`src/rtl/fpfa_pkg.sv`:
```
// fpfa_pkg: command and status codes and fixed field widths of the
// fixed partition fit allocator; no dependencies
`default_nettype none

package fpfa_pkg;

  localparam int CMD_W         = 2;
  localparam int ITEM_SIZE_W   = 32;
  localparam int BLOCK_INDEX_W = 6;
  localparam int STATUS_W      = 2;
  localparam int OUT_TDATA_W   = 16;

  // command codes carried in tuser
  localparam logic [CMD_W-1:0] CMD_LOAD    = 2'd0;
  localparam logic [CMD_W-1:0] CMD_REQUEST = 2'd1;
  localparam logic [CMD_W-1:0] CMD_RELEASE = 2'd2;
  localparam logic [CMD_W-1:0] CMD_CLEAR   = 2'd3;

  // result status codes
  localparam logic [STATUS_W-1:0] STATUS_OK     = 2'd0;
  localparam logic [STATUS_W-1:0] STATUS_NO_FIT = 2'd1;
  localparam logic [STATUS_W-1:0] STATUS_FULL   = 2'd2;

  localparam logic [1:0] POLICY_FIRST_FIT = 2'd0;

endpackage

`default_nettype wire

```
`src/rtl/fixed_partition_fit_allocator.sv`:
```
// fixed_partition_fit_allocator: one item at a time, one result per item.
// A request walks the loaded partitions one per cycle through the memory read
// port, a release rewrites one taken mark per cycle, load and clear need no walk.
// The next input can transfer in the cycle the last result is first offered; a
// stalled result holds input. Reset empties the table and selects first fit;
// memories are not cleared.
`default_nettype none

module fixed_partition_fit_allocator #(
  parameter int MAX_PARTITIONS = 64,
  parameter int SIZE_BITS      = 32
) (
  input  wire logic                              clk,
  input  wire logic                              rst_n,
  input  wire logic                              cfg_wr_en,
  input  wire logic                              cfg_wr_data,   // fit_policy
  input  wire logic                              in_tvalid,
  output logic                                   in_tready,
  input  wire logic [fpfa_pkg::ITEM_SIZE_W-1:0]  in_tdata,      // [31:0] item_size
  input  wire logic [fpfa_pkg::CMD_W-1:0]        in_tuser,      // [1:0] cmd
  output logic                                   out_tvalid,
  input  wire logic                              out_tready,
  output logic      [fpfa_pkg::OUT_TDATA_W-1:0]  out_tdata      // [0] granted,
                                                                // [6:1] block_index,
                                                                // [8:7] status, rest 0
);

  localparam int IDX_W = $clog2(MAX_PARTITIONS);
  localparam int CNT_W = $clog2(MAX_PARTITIONS + 1);
  localparam int BIW   = fpfa_pkg::BLOCK_INDEX_W;

  localparam logic [1:0] ST_IDLE  = 2'd0;
  localparam logic [1:0] ST_SCAN  = 2'd1;
  localparam logic [1:0] ST_SWEEP = 2'd2;
  localparam logic [1:0] ST_DONE  = 2'd3;

  logic [1:0]              state_r, state_nxt;
  logic                    policy_r, policy_nxt;
  logic [CNT_W-1:0]        count_r, count_nxt;
  logic [CNT_W-1:0]        sweep_r, sweep_nxt;
  logic                    res_granted_r, res_granted_nxt;
  logic [BIW-1:0]          res_index_r, res_index_nxt;
  logic [fpfa_pkg::STATUS_W-1:0] res_status_r, res_status_nxt;
  logic                    out_valid_r, out_valid_nxt;
  logic [fpfa_pkg::OUT_TDATA_W-1:0] out_data_r, out_data_nxt;

  logic                    in_xfer;
  logic                    out_free;
  logic [SIZE_BITS+fpfa_pkg::ITEM_SIZE_W-1:0] size_ext;
  logic [SIZE_BITS-1:0]    item_sz;
  logic [IDX_W+BIW-1:0]    count_idx_ext;
  logic [IDX_W+BIW-1:0]    pick_idx_ext;

  logic                    size_we;
  logic                    taken_we;
  logic [IDX_W-1:0]        taken_waddr;
  logic                    taken_wdata;
  logic [IDX_W-1:0]        rd_addr;
  logic [SIZE_BITS-1:0]    rd_size;
  logic                    rd_taken;
  logic                    scan_start;
  logic                    scan_done;
  logic                    scan_found;
  logic [IDX_W-1:0]        scan_pick;

  assign in_tready  = (state_r == ST_IDLE);
  assign in_xfer    = in_tvalid && in_tready;
  assign out_free   = !out_valid_r || out_tready;
  assign out_tvalid = out_valid_r;
  assign out_tdata  = out_data_r;

  // size masked to the stored width, indexes fitted to the 6-bit field
  assign size_ext      = {{SIZE_BITS{1'b0}}, in_tdata};
  assign item_sz       = size_ext[SIZE_BITS-1:0];
  assign count_idx_ext = {{BIW{1'b0}}, count_r[IDX_W-1:0]};
  assign pick_idx_ext  = {{BIW{1'b0}}, scan_pick};

  assign scan_start = in_xfer && (in_tuser == fpfa_pkg::CMD_REQUEST);
  assign size_we    = in_xfer && (in_tuser == fpfa_pkg::CMD_LOAD)
                      && (count_r != CNT_W'(MAX_PARTITIONS));

  // taken mark writes: cleared on load and sweep, set on grant
  always_comb begin
    taken_we    = 1'b0;
    taken_waddr = count_r[IDX_W-1:0];
    taken_wdata = 1'b0;
    if (size_we) begin
      taken_we = 1'b1;
    end else if (state_r == ST_SCAN && scan_done && scan_found) begin
      taken_we    = 1'b1;
      taken_waddr = scan_pick;
      taken_wdata = 1'b1;
    end else if (state_r == ST_SWEEP && sweep_r != count_r) begin
      taken_we    = 1'b1;
      taken_waddr = sweep_r[IDX_W-1:0];
    end
  end

  // sequencer
  always_comb begin
    state_nxt       = state_r;
    policy_nxt      = policy_r;
    count_nxt       = count_r;
    sweep_nxt       = sweep_r;
    res_granted_nxt = res_granted_r;
    res_index_nxt   = res_index_r;
    res_status_nxt  = res_status_r;
    out_valid_nxt   = out_valid_r;
    out_data_nxt    = out_data_r;
    if (cfg_wr_en) begin
      policy_nxt = cfg_wr_data;
    end
    if (out_valid_r && out_tready) begin
      out_valid_nxt = 1'b0;
    end
    case (state_r)
      ST_IDLE: begin
        if (in_xfer) begin
          res_granted_nxt = 1'b0;
          res_index_nxt   = '0;
          res_status_nxt  = fpfa_pkg::STATUS_OK;
          state_nxt       = ST_DONE;
          case (in_tuser)
            fpfa_pkg::CMD_LOAD: begin
              if (size_we) begin
                res_index_nxt = count_idx_ext[BIW-1:0];
                count_nxt     = count_r + 1'b1;
              end else begin
                res_status_nxt = fpfa_pkg::STATUS_FULL;
              end
            end
            fpfa_pkg::CMD_REQUEST: begin
              state_nxt = ST_SCAN;
            end
            fpfa_pkg::CMD_RELEASE: begin
              sweep_nxt = '0;
              state_nxt = ST_SWEEP;
            end
            default: begin
              count_nxt = '0;
            end
          endcase
        end
      end
      ST_SCAN: begin
        if (scan_done) begin
          res_granted_nxt = scan_found;
          res_index_nxt   = scan_found ? pick_idx_ext[BIW-1:0] : '0;
          res_status_nxt  = scan_found ? fpfa_pkg::STATUS_OK : fpfa_pkg::STATUS_NO_FIT;
          state_nxt       = ST_DONE;
        end
      end
      ST_SWEEP: begin
        if (sweep_r == count_r) begin
          state_nxt = ST_DONE;
        end else begin
          sweep_nxt = sweep_r + 1'b1;
        end
      end
      ST_DONE: begin
        if (out_free) begin
          out_valid_nxt = 1'b1;
          out_data_nxt  = fpfa_pkg::OUT_TDATA_W'({res_status_r, res_index_r, res_granted_r});
          state_nxt     = ST_IDLE;
        end
      end
      default: begin
        state_nxt = ST_IDLE;
      end
    endcase
  end

  // control state
  always_ff @(posedge clk) begin
    if (!rst_n) begin
      state_r     <= ST_IDLE;
      policy_r    <= 1'b0;
      count_r     <= '0;
      out_valid_r <= 1'b0;
    end else begin
      state_r     <= state_nxt;
      policy_r    <= policy_nxt;
      count_r     <= count_nxt;
      out_valid_r <= out_valid_nxt;
    end
  end

  // result payload
  always_ff @(posedge clk) begin
    sweep_r       <= sweep_nxt;
    res_granted_r <= res_granted_nxt;
    res_index_r   <= res_index_nxt;
    res_status_r  <= res_status_nxt;
    out_data_r    <= out_data_nxt;
  end

  fpfa_mem #(
    .DEPTH     (MAX_PARTITIONS),
    .SIZE_BITS (SIZE_BITS)
  ) u_mem (
    .clk         (clk),
    .size_we     (size_we),
    .size_waddr  (count_r[IDX_W-1:0]),
    .size_wdata  (item_sz),
    .taken_we    (taken_we),
    .taken_waddr (taken_waddr),
    .taken_wdata (taken_wdata),
    .rd_addr     (rd_addr),
    .rd_size     (rd_size),
    .rd_taken    (rd_taken)
  );

  fpfa_scan #(
    .DEPTH     (MAX_PARTITIONS),
    .SIZE_BITS (SIZE_BITS)
  ) u_scan (
    .clk      (clk),
    .rst_n    (rst_n),
    .start    (scan_start),
    .policy   (policy_r != fpfa_pkg::POLICY_FIRST_FIT[0]),
    .req_size (item_sz),
    .count    (count_r),
    .rd_addr  (rd_addr),
    .rd_size  (rd_size),
    .rd_taken (rd_taken),
    .done     (scan_done),
    .found    (scan_found),
    .pick     (scan_pick)
  );

endmodule

`default_nettype wire

```
`src/rtl/fpfa_mem.sv`:
```
// fpfa_mem: partition size memory and taken mark memory, one write port
// each and a shared registered read port; no dependencies
`default_nettype none

module fpfa_mem #(
  parameter int DEPTH     = 64,
  parameter int SIZE_BITS = 32,
  parameter int IDX_W     = $clog2(DEPTH)
) (
  input  wire logic                 clk,
  input  wire logic                 size_we,
  input  wire logic [IDX_W-1:0]     size_waddr,
  input  wire logic [SIZE_BITS-1:0] size_wdata,
  input  wire logic                 taken_we,
  input  wire logic [IDX_W-1:0]     taken_waddr,
  input  wire logic                 taken_wdata,
  input  wire logic [IDX_W-1:0]     rd_addr,
  output logic      [SIZE_BITS-1:0] rd_size,
  output logic                      rd_taken
);

  logic [SIZE_BITS-1:0] size_mem [DEPTH];
  logic                 taken_mem [DEPTH];

  // size memory
  always_ff @(posedge clk) begin
    if (size_we) begin
      size_mem[size_waddr] <= size_wdata;
    end
    rd_size <= size_mem[rd_addr];
  end

  // taken mark memory
  always_ff @(posedge clk) begin
    if (taken_we) begin
      taken_mem[taken_waddr] <= taken_wdata;
    end
    rd_taken <= taken_mem[rd_addr];
  end

endmodule

`default_nettype wire

```
`src/rtl/fpfa_scan.sv`:
```
// fpfa_scan: walks the loaded partitions one per cycle through the
// registered memory read port and keeps the first or best fitting one
`default_nettype none

module fpfa_scan #(
  parameter int DEPTH     = 64,
  parameter int SIZE_BITS = 32,
  parameter int IDX_W     = $clog2(DEPTH),
  parameter int CNT_W     = $clog2(DEPTH + 1)
) (
  input  wire logic                 clk,
  input  wire logic                 rst_n,
  input  wire logic                 start,
  input  wire logic                 policy,
  input  wire logic [SIZE_BITS-1:0] req_size,
  input  wire logic [CNT_W-1:0]     count,
  output logic      [IDX_W-1:0]     rd_addr,
  input  wire logic [SIZE_BITS-1:0] rd_size,
  input  wire logic                 rd_taken,
  output logic                      done,
  output logic                      found,
  output logic      [IDX_W-1:0]     pick
);

  logic                 busy_r, busy_nxt;
  logic [CNT_W-1:0]     addr_r, addr_nxt;
  logic                 chk_r, chk_nxt;
  logic [IDX_W-1:0]     chk_idx_r, chk_idx_nxt;
  logic                 found_r, found_nxt;
  logic [IDX_W-1:0]     pick_r, pick_nxt;
  logic [SIZE_BITS-1:0] best_r, best_nxt;
  logic [SIZE_BITS-1:0] req_r, req_nxt;
  logic                 policy_r, policy_nxt;
  logic                 issue;
  logic                 fits;
  logic                 take;

  // read issue and compare of the entry whose read was issued in the previous cycle
  assign issue   = busy_r && (addr_r != count);
  assign rd_addr = addr_r[IDX_W-1:0];
  assign fits    = chk_r && !rd_taken && (rd_size >= req_r);
  assign take    = fits && (!found_r || (policy_r && (rd_size < best_r)));
  assign done    = busy_r && !issue && !chk_r;
  assign found   = found_r;
  assign pick    = pick_r;

  always_comb begin
    busy_nxt    = busy_r;
    addr_nxt    = addr_r;
    chk_nxt     = issue;
    chk_idx_nxt = addr_r[IDX_W-1:0];
    found_nxt   = found_r;
    pick_nxt    = pick_r;
    best_nxt    = best_r;
    req_nxt     = req_r;
    policy_nxt  = policy_r;
    if (start) begin
      busy_nxt   = 1'b1;
      addr_nxt   = '0;
      chk_nxt    = 1'b0;
      found_nxt  = 1'b0;
      req_nxt    = req_size;
      policy_nxt = policy;
    end else begin
      if (issue) begin
        addr_nxt = addr_r + 1'b1;
      end
      if (take) begin
        found_nxt = 1'b1;
        pick_nxt  = chk_idx_r;
        best_nxt  = rd_size;
      end
      if (done) begin
        busy_nxt = 1'b0;
      end
    end
  end

  // control state
  always_ff @(posedge clk) begin
    if (!rst_n) begin
      busy_r  <= 1'b0;
      chk_r   <= 1'b0;
      found_r <= 1'b0;
    end else begin
      busy_r  <= busy_nxt;
      chk_r   <= chk_nxt;
      found_r <= found_nxt;
    end
  end

  // scan payload
  always_ff @(posedge clk) begin
    addr_r    <= addr_nxt;
    chk_idx_r <= chk_idx_nxt;
    pick_r    <= pick_nxt;
    best_r    <= best_nxt;
    req_r     <= req_nxt;
    policy_r  <= policy_nxt;
  end

endmodule

`default_nettype wire

```
`config.mk`:
```
export PLATFORM = sky130hd
export DESIGN_NAME = fixed_partition_fit_allocator
export DESIGN_NICKNAME = d
export VERILOG_FILES = /design/src/rtl/fpfa_pkg.sv /design/src/rtl/fixed_partition_fit_allocator.sv /design/src/rtl/fpfa_mem.sv /design/src/rtl/fpfa_scan.sv
export SDC_FILE = /design/constraint.sdc
export NUM_CORES = 2
export LEC_CHECK = 0
export BUFFER_PORTS_ARGS = -buffer_cell sky130_fd_sc_hd__buf_4
export CORE_ASPECT_RATIO = 1.2
export CORE_MARGIN = 5
export CORE_UTILIZATION = 57
export CTS_CLUSTER_DIAMETER = 40
export DETAILED_ROUTE_END_ITERATION = 10
export GPL_TIMING_DRIVEN = 0
export PLACE_DENSITY_LB_ADDON = 0.15
export SYNTH_ARGS = -nofsm -noshare
export SYNTH_HDL_FRONTEND = slang
export SYNTH_SLANG_ARGS = --single-unit
```
`constraint.sdc`:
```
create_clock -name clk -period 3.6 [get_ports clk]
set_input_delay 0.36 -clock clk [delete_from_list [all_inputs] [get_ports clk]]
set_output_delay 0.36 -clock clk [all_outputs]
set_load 0.005 [all_outputs]
```
==> impl_metrics.ini <==
[hold_path]
hold_depth = 1
hold_end = u_mem.size_mem[3][1]$_DFFE_PP_
hold_path_class = input port to flop
min-delay-start = in_tdata[1]

[power]
p_clk_share_pct = 34.0
leakage_uw = 0.0314
p_sw_uw = 20000
ir_drop_mv = 0.690
seqPwrFrac_pct = 42.5
p_sw_share_pct = 28.5
cellPowerDensity_nw_per_um2 = 689
p_int_uw = 50200
power_frac_comb_pct = 23.5

[route]
drc = 0
drt_iter0_markers = 6222
drt_pass1_iterations = 6
drtAntennaViolNets = 1
via_per_inst = 6.71
routed_wl_um = 235000
vias = 43000
routedWlPerCell_um = 36.7

[logic_synthesis]
synth_area_leaders = edfxtp_1 (76%), mux4_2 (18%), dfxtp_1 (1.4%)
synth-async-reset-ratio_pct = 0
synth_top_area_cell = edfxtp_1
yosysUniqueCellTypes = 67
syn_area_per_cell_um2 = 23.5
synth_commonest_cells = edfxtp_1 (2208), mux4_2 (693), nor2_1 (135)
synthFlopType = edfxtp_1
yosysWarnings = 0
yosysTopAreaCellShare_pct = 75.7
ys_seq_elements = 2268
synth-edff-count = 2208
synth_cells = 3731
seq_area_frac_synth_pct = 77.1
synth_area_um2 = 87500
yosysMostFrequentCell = edfxtp_1

[placement]
place.gp.congestion = 0.916
dp.cells = 5840
io_buffers = 49
hpwl_um = 145000

[clock_tree]
cts_tree = done
clk_pin_slew_worst_paths_ns = 0.06
cts_buffers = 229
clock_sink_count = 2268
htree_levels = 4
clockRootBuffer = clkbuf_16
clock_path_buffers = 3
clk_latency_ns = 0.88

[floorplan]
num_io_pins = 58
fp.dieW_um = 368
die_h_um = 439
fp-row-count = 157
dieArea_um2 = 162000
start_util_pct = 57.4
core_area_um2 = 153000

[critical_path]
cp_max_fo = 10
critPathArrivalTime_ns = 4.27
regToRegSetupSlack_ns = 0.02
path_class = flop to flop
r2r_end = u_mem.rd_size[11]$_DFF_P_
start_kind = flop
cp_data_required_time_ns = 4.29
reg2reg_from = u_scan.addr_r[0]$_SDFFE_PP0P_
reg2reg_depth = 6
cp-end-kind = flop

[timing]
fin_worst_skew_ns = 0.0353
hold_viol_final = 0
slew_violations = 18
period_minus_slack_ns = 3.58
worstMarginPinSlew_ns = 1.51
clock.fmax_ghz = 0.279
maxSlewHeadroom_pct = -0.633
finalSetupViolCount = 0
timing.final.crit_share_pct = 99.5

[final_layout]
finalNonFillerCells = 6404
fillCellCount = 9396
area_delta_synth_final_pct = 16.3
layout-drive-gt1-share_pct = 33.6
nets = 4313
final_core_util_pct = 66.7

[global_route]
track_usage_pct = 29.5
grt_max_degree = 66
grt_overflow = 0
grt_pass1_wl_um = 329000
antenna_found_initial = 34
first_global_vias = 42600

[run_status]
violations = antenna violations, max-capacitance violations, max-slew violations
status = finished, violations left

[flow_run]
maxCapViolCount = 2
## routing by layer
layer  vias to the layer above  routed length (µm)  global-route usage [%]
met5                         -                  52                       0
met4                         8               12800                    13.6
met3                       472               24700                    6.87
met2                      2610              113000                    46.4
met1                     23000               84600                    40.2
li1                      16900                   -                       -
## kinds of logic after synthesis
group | count (synthesis) | share of synthesized area (%)
flip-flops | 2268 | 77.1
multiplexers | 695 | 17.9
AND/OR/NAND/NOR | 291 | 1.60
buffers and inverters | 276 | 1.27
AO/OA/AOI/OAI | 95 | 0.796
adder cells (fa/ha/maj) | 75 | 1.07
XOR/XNOR | 30 | 0.300
other | 1 | 0.00428
## metrics by stage
step	area [µm²]	TNS [ns]	total power (µW)	setup slack (ns)	hold WS, ns
5_1_grt	102000	-0.0332	72300	-0.0332	0.0741
2_1_floorplan	87600	-371.29	40000	-0.377	0.329
3_5_place_dp	92400	-1736.23	46500	-1.64	0.335
3_3_place_gp	90400	-5322.30	46300	-3.07	0.336
6_report	102000	0	70200	0.0184	0.0849
4_1_cts	102000	0	70300	0.000772	0.0363
## how the worst max path moves through the flow
| stage | from | end | cells past startpoint |
|---|---|---|---|
| floorplan | count_r[0]$_SDFFE_PN0P_ | u_mem.size_mem[61][0]$_DFFE_PP_ | 10 |
| global route | count_r[3]$_SDFFE_PN0P_ | u_mem.taken_mem[3]$_DFFE_PP_ | 10 |
| finish | u_scan.addr_r[0]$_SDFFE_PP0P_ | u_mem.rd_size[11]$_DFF_P_ | 6 |
| CTS | u_scan.addr_r[0]$_SDFFE_PP0P_ | u_mem.rd_size[2]$_DFF_P_ | 6 |
| global placement | count_r[0]$_SDFFE_PN0P_ | u_mem.size_mem[44][13]$_DFFE_PP_ | 10 |
| detailed placement | count_r[0]$_SDFFE_PN0P_ | u_mem.size_mem[46][10]$_DFFE_PP_ | 11 |
## registers in the layout (all words and copies together), names as in the netlist, 7 cells and up
signal and flops:
count_r 7, u_scan.addr_r 7, u_mem.size_mem 2048, u_scan.req_r 32
u_mem.rd_size 32, u_mem.taken_mem 64, u_scan.best_r 32, sweep_r 7
out_tdata 9
## cell usage in the layout, fill, tap and decap left out, types with 25 or more instances in the layout
master / instances
clkinv_1: 43
nor3_1: 39
clkinv_2: 25
mux4_2: 693
buf_12: 97
nor2_1: 69
clkbuf_16: 234
buf_2: 26
ha_1: 74
nor2_4: 66
diode_2: 26
clkbuf_1: 98
dfxtp_1: 60
clkbuf_2: 31
inv_1: 77
edfxtp_1: 2208
buf_4: 128
## area by class of cell
class | instances | area (µm²) | share of cell area, %
antenna | 26 | 65.1 | 0.0639
buffer | 196 | 1160 | 1.14
clock buffer | 280 | 6050 | 5.94
clock inverter | 144 | 1520 | 1.49
inverter | 80 | 302 | 0.296
multi-input combinational | 1193 | 19500 | 19.2
sequential | 2268 | 67500 | 66.3
tap | 1987 | 2490 | 2.44
timing repair buffer | 230 | 3240 | 3.19
## power groups by stage
stage | logic (µW) | clock network (µW) | registers, µW
after floorplan | 9720 | 0 | 30300
after global placement | 15900 | 0 | 30400
after detailed placement | 16100 | 0 | 30400
after CTS | 16400 | 24100 | 29800
after global routing | 17200 | 25200 | 29900
final | 16500 | 23800 | 29800
## repair_timing
action,in CTS,in global routing
pin swaps,60,5
buffers inserted,93,16
hold buffers,5,0
endpoints found under the setup margin,2074,1380
gates resized for setup,209,50
hold endpoints to repair,4,0
## worst max-delay path, cell delays in order (launching register included)
cell	delay, ns
dfxtp_1	0.34
buf_2	0.29
clkbuf_4	0.48
clkdlybuf4s18_2	0.54
mux4_2	0.61
mux4_2	0.59
mux4_2	0.57
No activity file was read; power rests on OpenSTA's default activity.
